### src/crc16fac_pkg.sv
// shared types, constants and the byte-wise crc update for the crc16 frame block
package crc16fac_pkg;

	// configuration register indexes
	localparam int unsigned CFG_INDEX_W = 1;
	localparam logic [CFG_INDEX_W-1:0] REG_START_VALUE = 1'b0;
	localparam logic [CFG_INDEX_W-1:0] REG_APPEND_MODE = 1'b1;
	localparam int unsigned CFG_DATA_W  = 16;

	// crc constants
	localparam logic [15:0] CRC_RESET_VALUE = 16'hFFFF;
	localparam logic [15:0] CRC_PARITY_MASK = 16'hC001;

	// job queue between front and back
	localparam int unsigned QUEUE_DEPTH = 4;
	localparam int unsigned QUEUE_PTR_W = $clog2(QUEUE_DEPTH);
	localparam int unsigned QUEUE_CNT_W = $clog2(QUEUE_DEPTH + 1);

	// one job handed from front to back
	typedef struct packed {
		logic [7:0]  data;
		logic [15:0] crc;
		logic        match;
		logic        last_flag;
		logic        trailer;
	} job_t;

	// output sequencing of the back part
	typedef enum logic [1:0] {
		PH_ITEM,
		PH_CRC_LO,
		PH_CRC_HI
	} back_phase_t;

	// reflected crc-16 (0xa001) update by one byte, via parity of the combined byte
	function automatic logic [15:0] crc_update(input logic [15:0] crc, input logic [7:0] b);
		logic [7:0]  v;
		logic [15:0] r;
		v = b ^ crc[7:0];
		r = {8'h00, crc[15:8]};
		if (^v) begin
			r = r ^ CRC_PARITY_MASK;
		end
		r = r ^ {2'b00, v, 6'b000000} ^ {1'b0, v, 7'b0000000};
		return r;
	endfunction

endpackage

### src/crc16fac_front.sv
// front part: takes bytes, runs the crc and frame tracking, issues jobs
module crc16fac_front (
	input  logic                                clk,
	input  logic                                arst_n,
	input  logic                                in_valid,
	output logic                                in_ready,
	input  logic [7:0]                          data_byte,
	input  logic                                frame_end,
	input  logic                                cfg_we,
	input  logic [crc16fac_pkg::CFG_INDEX_W-1:0] cfg_index,
	input  logic [crc16fac_pkg::CFG_DATA_W-1:0]  cfg_data,
	input  logic                                q_full,
	output logic                                push,
	output crc16fac_pkg::job_t                  push_job
);

	logic [15:0] start_q;
	logic        append_q;
	logic [15:0] crc_q;
	logic [15:0] held_q;
	logic [1:0]  held_cnt_q;

	logic        accept;
	logic [15:0] crc_in;
	logic [15:0] crc_next;
	logic [15:0] held_next;
	logic [1:0]  cnt_next;
	logic        match;

	assign in_ready = !q_full;
	assign accept   = in_valid && in_ready;

	// crc of incoming byte for append, of the byte leaving the hold window for check
	assign crc_in = crc16fac_pkg::crc_update(crc_q, append_q ? data_byte : held_q[15:8]);

	// check mode window: the two newest bytes stay out of the crc
	always_comb begin
		held_next = {held_q[7:0], data_byte};
		if (held_cnt_q == 2'd2) begin
			crc_next = crc_in;
			cnt_next = held_cnt_q;
		end else begin
			crc_next = crc_q;
			cnt_next = held_cnt_q + 2'd1;
		end
		match = (cnt_next == 2'd2) && ({held_next[7:0], held_next[15:8]} == crc_next);
	end

	// job towards the back part
	always_comb begin
		push = accept && (append_q || frame_end);
		if (append_q) begin
			push_job.data      = data_byte;
			push_job.crc       = crc_in;
			push_job.match     = 1'b0;
			push_job.last_flag = frame_end;
			push_job.trailer   = frame_end;
		end else begin
			push_job.data      = 8'h00;
			push_job.crc       = crc_next;
			push_job.match     = match;
			push_job.last_flag = 1'b1;
			push_job.trailer   = 1'b0;
		end
	end

	// configuration and frame state
	always_ff @(posedge clk or negedge arst_n) begin
		if (!arst_n) begin
			start_q    <= crc16fac_pkg::CRC_RESET_VALUE;
			append_q   <= 1'b0;
			crc_q      <= crc16fac_pkg::CRC_RESET_VALUE;
			held_q     <= 16'h0000;
			held_cnt_q <= 2'd0;
		end else if (cfg_we) begin
			unique case (cfg_index)
				crc16fac_pkg::REG_START_VALUE: begin
					start_q <= cfg_data;
					crc_q   <= cfg_data;
				end
				crc16fac_pkg::REG_APPEND_MODE: begin
					append_q <= cfg_data[0];
					crc_q    <= start_q;
				end
				default: begin
					crc_q <= start_q;
				end
			endcase
			held_q     <= 16'h0000;
			held_cnt_q <= 2'd0;
		end else if (accept) begin
			if (frame_end) begin
				crc_q      <= start_q;
				held_q     <= 16'h0000;
				held_cnt_q <= 2'd0;
			end else if (append_q) begin
				crc_q <= crc_in;
			end else begin
				crc_q      <= crc_next;
				held_q     <= held_next;
				held_cnt_q <= cnt_next;
			end
		end
	end

endmodule

### src/crc16fac_queue.sv
// short job queue between the front and back parts
module crc16fac_queue (
	input  logic               clk,
	input  logic               arst_n,
	input  logic               push,
	input  crc16fac_pkg::job_t push_job,
	input  logic               pop,
	output crc16fac_pkg::job_t head_job,
	output logic               empty,
	output logic               full
);

	crc16fac_pkg::job_t                   mem_q [crc16fac_pkg::QUEUE_DEPTH];
	logic [crc16fac_pkg::QUEUE_PTR_W-1:0] wr_ptr_q;
	logic [crc16fac_pkg::QUEUE_PTR_W-1:0] rd_ptr_q;
	logic [crc16fac_pkg::QUEUE_CNT_W-1:0] count_q;
	logic                                 do_push;
	logic                                 do_pop;

	localparam logic [crc16fac_pkg::QUEUE_PTR_W-1:0] PTR_LAST =
		crc16fac_pkg::QUEUE_PTR_W'(crc16fac_pkg::QUEUE_DEPTH - 1);
	localparam logic [crc16fac_pkg::QUEUE_CNT_W-1:0] CNT_FULL =
		crc16fac_pkg::QUEUE_CNT_W'(crc16fac_pkg::QUEUE_DEPTH);

	assign empty    = (count_q == '0);
	assign full     = (count_q == CNT_FULL);
	assign do_push  = push && !full;
	assign do_pop   = pop && !empty;
	assign head_job = mem_q[rd_ptr_q];

	// storage
	always_ff @(posedge clk) begin
		if (do_push) begin
			mem_q[wr_ptr_q] <= push_job;
		end
	end

	// pointers and fill level
	always_ff @(posedge clk or negedge arst_n) begin
		if (!arst_n) begin
			wr_ptr_q <= '0;
			rd_ptr_q <= '0;
			count_q  <= '0;
		end else begin
			if (do_push) begin
				wr_ptr_q <= (wr_ptr_q == PTR_LAST) ? '0 : wr_ptr_q + 1'b1;
			end
			if (do_pop) begin
				rd_ptr_q <= (rd_ptr_q == PTR_LAST) ? '0 : rd_ptr_q + 1'b1;
			end
			if (do_push && !do_pop) begin
				count_q <= count_q + 1'b1;
			end else if (do_pop && !do_push) begin
				count_q <= count_q - 1'b1;
			end
		end
	end

endmodule

### src/crc16fac_back.sv
// back part: turns jobs into result transfers through an output register
module crc16fac_back (
	input  logic               clk,
	input  logic               arst_n,
	input  crc16fac_pkg::job_t head_job,
	input  logic               q_empty,
	output logic               pop,
	output logic               out_valid,
	input  logic               out_ready,
	output logic [7:0]         out_byte,
	output logic [15:0]        crc_value,
	output logic               crc_match,
	output logic               run_last
);

	crc16fac_pkg::back_phase_t phase_q;
	crc16fac_pkg::back_phase_t phase_d;
	logic        out_valid_q;
	logic [7:0]  out_byte_q;
	logic [15:0] crc_value_q;
	logic        crc_match_q;
	logic        run_last_q;

	logic        take;
	logic        load;
	logic [7:0]  byte_d;
	logic        match_d;
	logic        last_d;

	assign take = !out_valid_q || out_ready;

	// phase sequencing and next result
	always_comb begin
		phase_d = phase_q;
		pop     = 1'b0;
		load    = 1'b0;
		byte_d  = head_job.data;
		match_d = 1'b0;
		last_d  = 1'b0;
		unique case (phase_q)
			crc16fac_pkg::PH_ITEM: begin
				match_d = head_job.match;
				last_d  = head_job.last_flag && !head_job.trailer;
				if (take && !q_empty) begin
					load = 1'b1;
					if (head_job.trailer) begin
						phase_d = crc16fac_pkg::PH_CRC_LO;
					end else begin
						pop = 1'b1;
					end
				end
			end
			crc16fac_pkg::PH_CRC_LO: begin
				byte_d = head_job.crc[7:0];
				if (take) begin
					load    = 1'b1;
					phase_d = crc16fac_pkg::PH_CRC_HI;
				end
			end
			crc16fac_pkg::PH_CRC_HI: begin
				byte_d = head_job.crc[15:8];
				last_d = 1'b1;
				if (take) begin
					load    = 1'b1;
					pop     = 1'b1;
					phase_d = crc16fac_pkg::PH_ITEM;
				end
			end
			default: begin
				phase_d = crc16fac_pkg::PH_ITEM;
			end
		endcase
	end

	// phase register and output valid
	always_ff @(posedge clk or negedge arst_n) begin
		if (!arst_n) begin
			phase_q     <= crc16fac_pkg::PH_ITEM;
			out_valid_q <= 1'b0;
		end else begin
			phase_q <= phase_d;
			if (load) begin
				out_valid_q <= 1'b1;
			end else if (out_ready) begin
				out_valid_q <= 1'b0;
			end
		end
	end

	// output payload
	always_ff @(posedge clk) begin
		if (load) begin
			out_byte_q  <= byte_d;
			crc_value_q <= head_job.crc;
			crc_match_q <= match_d;
			run_last_q  <= last_d;
		end
	end

	assign out_valid = out_valid_q;
	assign out_byte  = out_byte_q;
	assign crc_value = crc_value_q;
	assign crc_match = crc_match_q;
	assign run_last  = run_last_q;

endmodule

### src/crc16_frame_append_check_top.sv
// top level of the crc-16 frame appender and checker
//
// Input channel: one frame byte per transfer (data_byte, frame_end marks the
// last byte), valid/ready. Output channel: result transfers of out_byte,
// crc_value, crc_match, run_last, valid/ready. Configuration: cfg_we writes
// cfg_data into register cfg_index (0 start value, 1 append mode).
// Append mode: every byte is passed through with the running crc; the last
// byte is followed by the crc low byte, then the high byte with run_last.
// Check mode: the last two bytes of a frame are held back, and the last
// byte gives one result with the crc of the bytes before them and the match.
// A result passes through the job queue and then the output register of the
// back part before it is offered. The input takes one byte per cycle while
// the job queue is not full; a frame's last byte in append mode gives three
// results, which leave through the single output register of the back part.
// A four-entry job queue lets the input keep going while the output stalls;
// when it fills, in_ready drops until the receiver takes results again.
// Reset clears the queue and output valid, loads start value 0xffff and
// selects check mode.
module crc16_frame_append_check_top (
	input  logic                                 clk,
	input  logic                                 arst_n,
	input  logic                                 in_valid,
	output logic                                 in_ready,
	input  logic [7:0]                           data_byte,
	input  logic                                 frame_end,
	output logic                                 out_valid,
	input  logic                                 out_ready,
	output logic [7:0]                           out_byte,
	output logic [15:0]                          crc_value,
	output logic                                 crc_match,
	output logic                                 run_last,
	input  logic                                 cfg_we,
	input  logic [crc16fac_pkg::CFG_INDEX_W-1:0] cfg_index,
	input  logic [crc16fac_pkg::CFG_DATA_W-1:0]  cfg_data
);

	logic               q_full;
	logic               q_empty;
	logic               push;
	logic               pop;
	crc16fac_pkg::job_t push_job;
	crc16fac_pkg::job_t head_job;

	// byte intake and crc
	crc16fac_front u_front (
		.clk       (clk),
		.arst_n    (arst_n),
		.in_valid  (in_valid),
		.in_ready  (in_ready),
		.data_byte (data_byte),
		.frame_end (frame_end),
		.cfg_we    (cfg_we),
		.cfg_index (cfg_index),
		.cfg_data  (cfg_data),
		.q_full    (q_full),
		.push      (push),
		.push_job  (push_job)
	);

	// job queue
	crc16fac_queue u_queue (
		.clk      (clk),
		.arst_n   (arst_n),
		.push     (push),
		.push_job (push_job),
		.pop      (pop),
		.head_job (head_job),
		.empty    (q_empty),
		.full     (q_full)
	);

	// result sequencing
	crc16fac_back u_back (
		.clk       (clk),
		.arst_n    (arst_n),
		.head_job  (head_job),
		.q_empty   (q_empty),
		.pop       (pop),
		.out_valid (out_valid),
		.out_ready (out_ready),
		.out_byte  (out_byte),
		.crc_value (crc_value),
		.crc_match (crc_match),
		.run_last  (run_last)
	);

endmodule

### config.mk
export PLATFORM = sky130hd
export DESIGN_NAME = crc16_frame_append_check_top
export DESIGN_NICKNAME = d
export VERILOG_FILES = /design/src/crc16fac_pkg.sv /design/src/crc16fac_front.sv /design/src/crc16fac_queue.sv /design/src/crc16fac_back.sv /design/src/crc16_frame_append_check_top.sv
export SDC_FILE = /design/constraint.sdc
export NUM_CORES = 1
export LEC_CHECK = 0
export BUFFER_PORTS_ARGS = -buffer_cell sky130_fd_sc_hd__buf_4
export CAP_MARGIN = 20
export CELL_PAD_IN_SITES_DETAIL_PLACEMENT = 1
export CELL_PAD_IN_SITES_GLOBAL_PLACEMENT = 2
export CORE_MARGIN = 3
export CORE_UTILIZATION = 47
export DETAILED_ROUTE_END_ITERATION = 10
export GPL_TIMING_DRIVEN = 0
export MAX_ROUTING_LAYER = met4
export PLACE_DENSITY_LB_ADDON = 0.3
export SYNTH_ARGS = -nofsm -noshare
export SYNTH_HDL_FRONTEND = slang
export SYNTH_SLANG_ARGS = --single-unit
### constraint.sdc
create_clock -name clk -period 4 [get_ports clk]
set_clock_uncertainty 0.05 [all_clocks]
set_input_delay 0.4 -clock clk [delete_from_list [all_inputs] [get_ports clk]]
set_output_delay 0.4 -clock clk [all_outputs]
set_load 0.03 [all_outputs]
==> flow_metrics.env <==
export IMPL_grt_setup_unrepaired="no"
export IMPL_hold_violations=0
export IMPL_synth_cell_type_count=48
export IMPL_startpoint_type="register"
export IMPL_die_x_um=144
export IMPL_routabilityCongestion=0.871
export IMPL_setup_viol=0
export IMPL_dpl_worst_slack_ns=0.691
export IMPL_clock_latency_ns=0.44
export IMPL_syn2layout_area_growth_pct=15.4
export IMPL_startpoint="u_front.append_q$_DFFE_PN0P_"
export IMPL_timing_final_ws_setup_ns=0.668
export IMPL_p_leak_nw=3.83
export IMPL_tightest_slew_ns=0.965
export IMPL_row_count=49
export IMPL_setup_tns_final_ns=0
export IMPL_mostFrequentLayoutCells="134 x edfxtp_1, 68 x nand2_1, 57 x buf_4, 42 x nor2_1, 33 x a21oi_1"
export IMPL_path_clk_slew_ns=0.08
export IMPL_cp_max_fo=5
export IMPL_cts_root_buffer="clkbuf_16"
export IMPL_wl_per_cell_um=23.3
export IMPL_ys_seq_elements=195
export IMPL_numCtsBuffers=17
export IMPL_placeableCoreArea_um2=18300
export IMPL_max_slew_margin=0.357
export IMPL_antenna_cells=0
export IMPL_worstReg2RegStart="u_front.append_q$_DFFE_PN0P_"
export IMPL_track_usage=0.234
export IMPL_arrival_ns=3.48
export IMPL_firstDrtPassIters=4
export IMPL_grt_ovfl_total=0
export IMPL_fin_cells=963
export IMPL_postSynth_asyncResetShare=0.313
export IMPL_synth_seq_area_share=0.623
export IMPL_postPlaceCellArea_um2=9800
export IMPL_synth_edf_count=134
export IMPL_drt_total_wl_mm=22.4
export IMPL_synth_ff_type="edfxtp_1"
export IMPL_hpwl_mm=16.6
export IMPL_cts_resized=0
export IMPL_via_per_inst=5.76
export IMPL_dieArea_um2=20800
export IMPL_ant_nets=0
export IMPL_fin_nets=766
export IMPL_synth_area_leaders="edfxtp_1 45%, dfstp_2 9.4%, dfrtp_1 8.1%"
export IMPL_cts_sinks=195
export IMPL_fmax_mhz=300
export IMPL_clockBufferDepth=2
export IMPL_io_pins=59
export IMPL_cts_tree="done"
export IMPL_synth_area_per_cell_um2=14.0
export IMPL_dp_cells=931
export IMPL_fin_crit_sh=0.833
export IMPL_drive_gt1_frac=0.256
export IMPL_cp_top_family="XOR/XNOR gates"
export IMPL_htree_levels=4
export IMPL_synth_top_area_share=0.449
export IMPL_end_kind="register"
export IMPL_initial_core_util=0.489
export IMPL_drt_iter0_markers=278
export IMPL_crit_buf_inv=1
export IMPL_power_density_nw_per_um2=767
export IMPL_timing_final_max_slew_violations=0
export IMPL_crit_top_cell="xor2_1"
export IMPL_cp_data_required_time_ns=4.15
export IMPL_min_period_ns=3.33
export IMPL_outcome="finished, final reports clean"
export IMPL_cts_setup_buffers=0
export IMPL_yosysWarnings=0
export IMPL_drc_errors=0
export IMPL_synth_top_cell_by_area="edfxtp_1"
export IMPL_grt_pass1_wl_mm=34.8
export IMPL_maxCapViolCount=0
export IMPL_postCtsHoldBufs=0
export IMPL_grt_pass1_vias=6056
export IMPL_vdd_drop_max_mv=0.392
export IMPL_syn_nets=685
export IMPL_final_common_cell="edfxtp_1"
export IMPL_min_delay_path_class="input port to async pin"
export IMPL_die_h_um=144
export IMPL_design_area_um2=10300
export IMPL_final_util=0.564
export IMPL_vias=5543
export IMPL_syn_inst=640
export IMPL_grt_max_degree=62
export IMPL_path_cells="buf_6 -> mux2i_1 -> xnor2_2 -> xor2_2 -> xnor3_2 -> xor2_1 -> xor2_1 -> a41oi_1 -> nor3_2"
export IMPL_max_stage_delay_ns=0.55
export IMPL_worstSetupPathType="register to register"
export IMPL_io_buffers=57
export IMPL_grt_antenna_before_repair=0
export IMPL_critPathSlowestCell="xnor3_2"
export IMPL_syn_area_um2=8970
[flip-flops by register name, indices dropped and copies added, names as in the netlist]
signal,count
u_front.held_cnt_q,2
u_front.append_q,1
u_queue.count_q,3
u_back.out_valid,1
u_back.run_last,1
u_front.start_q,16
u_front.held_q,16
u_back.crc_match,1
u_front.crc_q,16
u_queue.mem_q,108
u_back.crc_value,16
u_back.phase_q,2
u_back.out_byte,8
u_queue.rd_ptr_q,2
u_queue.wr_ptr_q,2
[synth_stat cells (2+ instances only)]
master    count
a211oi_1      7
a21o_1        2
a21oi_1      33
a221oi_1      7
a22o_1        3
a22oi_1      10
and2_1       15
buf_1         4
buf_2         2
buf_6         2
clkbuf_1     27
dfrtp_1      29
dfstp_2      32
edfxtp_1    134
ha_1         13
inv_1         8
mux2_2       22
mux2i_1      29
mux4_2       27
nand2_1      68
nand2b_1      4
nand3_1       2
nand4_1       2
nor2_1       43
nor2b_1       9
nor3_1        8
o21ai_0      32
o31ai_1       3
xnor2_1      24
xnor2_2       4
xnor3_1       3
xor2_1       16
[worst reg2reg max path: stages, from the launching register on]
cell,delay (ns)
dfrtp_1,0.35
buf_6,0.14
mux2i_1,0.28
xnor2_2,0.19
xor2_2,0.40
xnor3_2,0.55
xor2_1,0.39
xor2_1,0.20
a41oi_1,0.15
nor3_2,0.40
[power by group]
part / internal (mW) / switching [mW]
combinational: 1.25 / 1.88
sequential: 2.94 / 0.261
clock: 0.816 / 0.791
total: 5.00 / 2.93
[per-stage QoR]
stage | hold slack [ns] | total power, mW
after global routing | 0.0658 | 8.35
after CTS | 0.0497 | 7.99
after floorplan | 0.0544 | 5.26
after global placement | 0.412 | 6.11
final | 0.00599 | 7.93
after detailed placement | 0.431 | 6.38
[kinds of logic (layout without fill, tap and decap cells)]
family / Yosys count / in the layout / share of synthesized area
compound gates: 103 / 103 / 0.0696
xor+xnor: 49 / 49 / 0.0583
fa+ha+maj: 14 / 14 / 0.0204
buf+inv: 43 / 137 / 0.0200
flops: 195 / 195 / 0.624
mux: 80 / 80 / 0.131
simple gates: 156 / 156 / 0.0772
[final timing paths]
path                                                     end  slack [ns]  cells after the start
setup reg to reg               u_queue.mem_q[1][2]$_DFFE_PP_        0.67                      9
min in group clk              u_front.start_q[3]$_DFFE_PN1P_        0.15                      2
hold / removal                 u_front.held_q[8]$_DFFE_PN0P_       0.006                      1
max in group asynchronous      u_back.phase_q[1]$_DFFE_PN0P_        3.30                      1
setup / recovery               u_queue.mem_q[1][2]$_DFFE_PP_        0.67                      9
hold reg to reg            u_front.held_cnt_q[0]$_DFFE_PN0P_        0.44                      2
[metal layers]
metal / routed length (µm) / global-route usage
met1: 9390 / 0.287
met2: 11700 / 0.395
met5: 0 / -
met3: 701 / 0.0400
met4: 663 / 0.0833
[final cells by class]
class,instances,area (µm²)
Buffer,35,149
Clock buffer,17,425
Clock inverter,15,123
Fill cell,1793,7990
Inverter,8,30.0
Multi-Input combinational cell,402,3200
Sequential cell,195,5590
Tap cell,229,287
Timing Repair Buffer,62,541
Power figures use the tool's default switching activity.
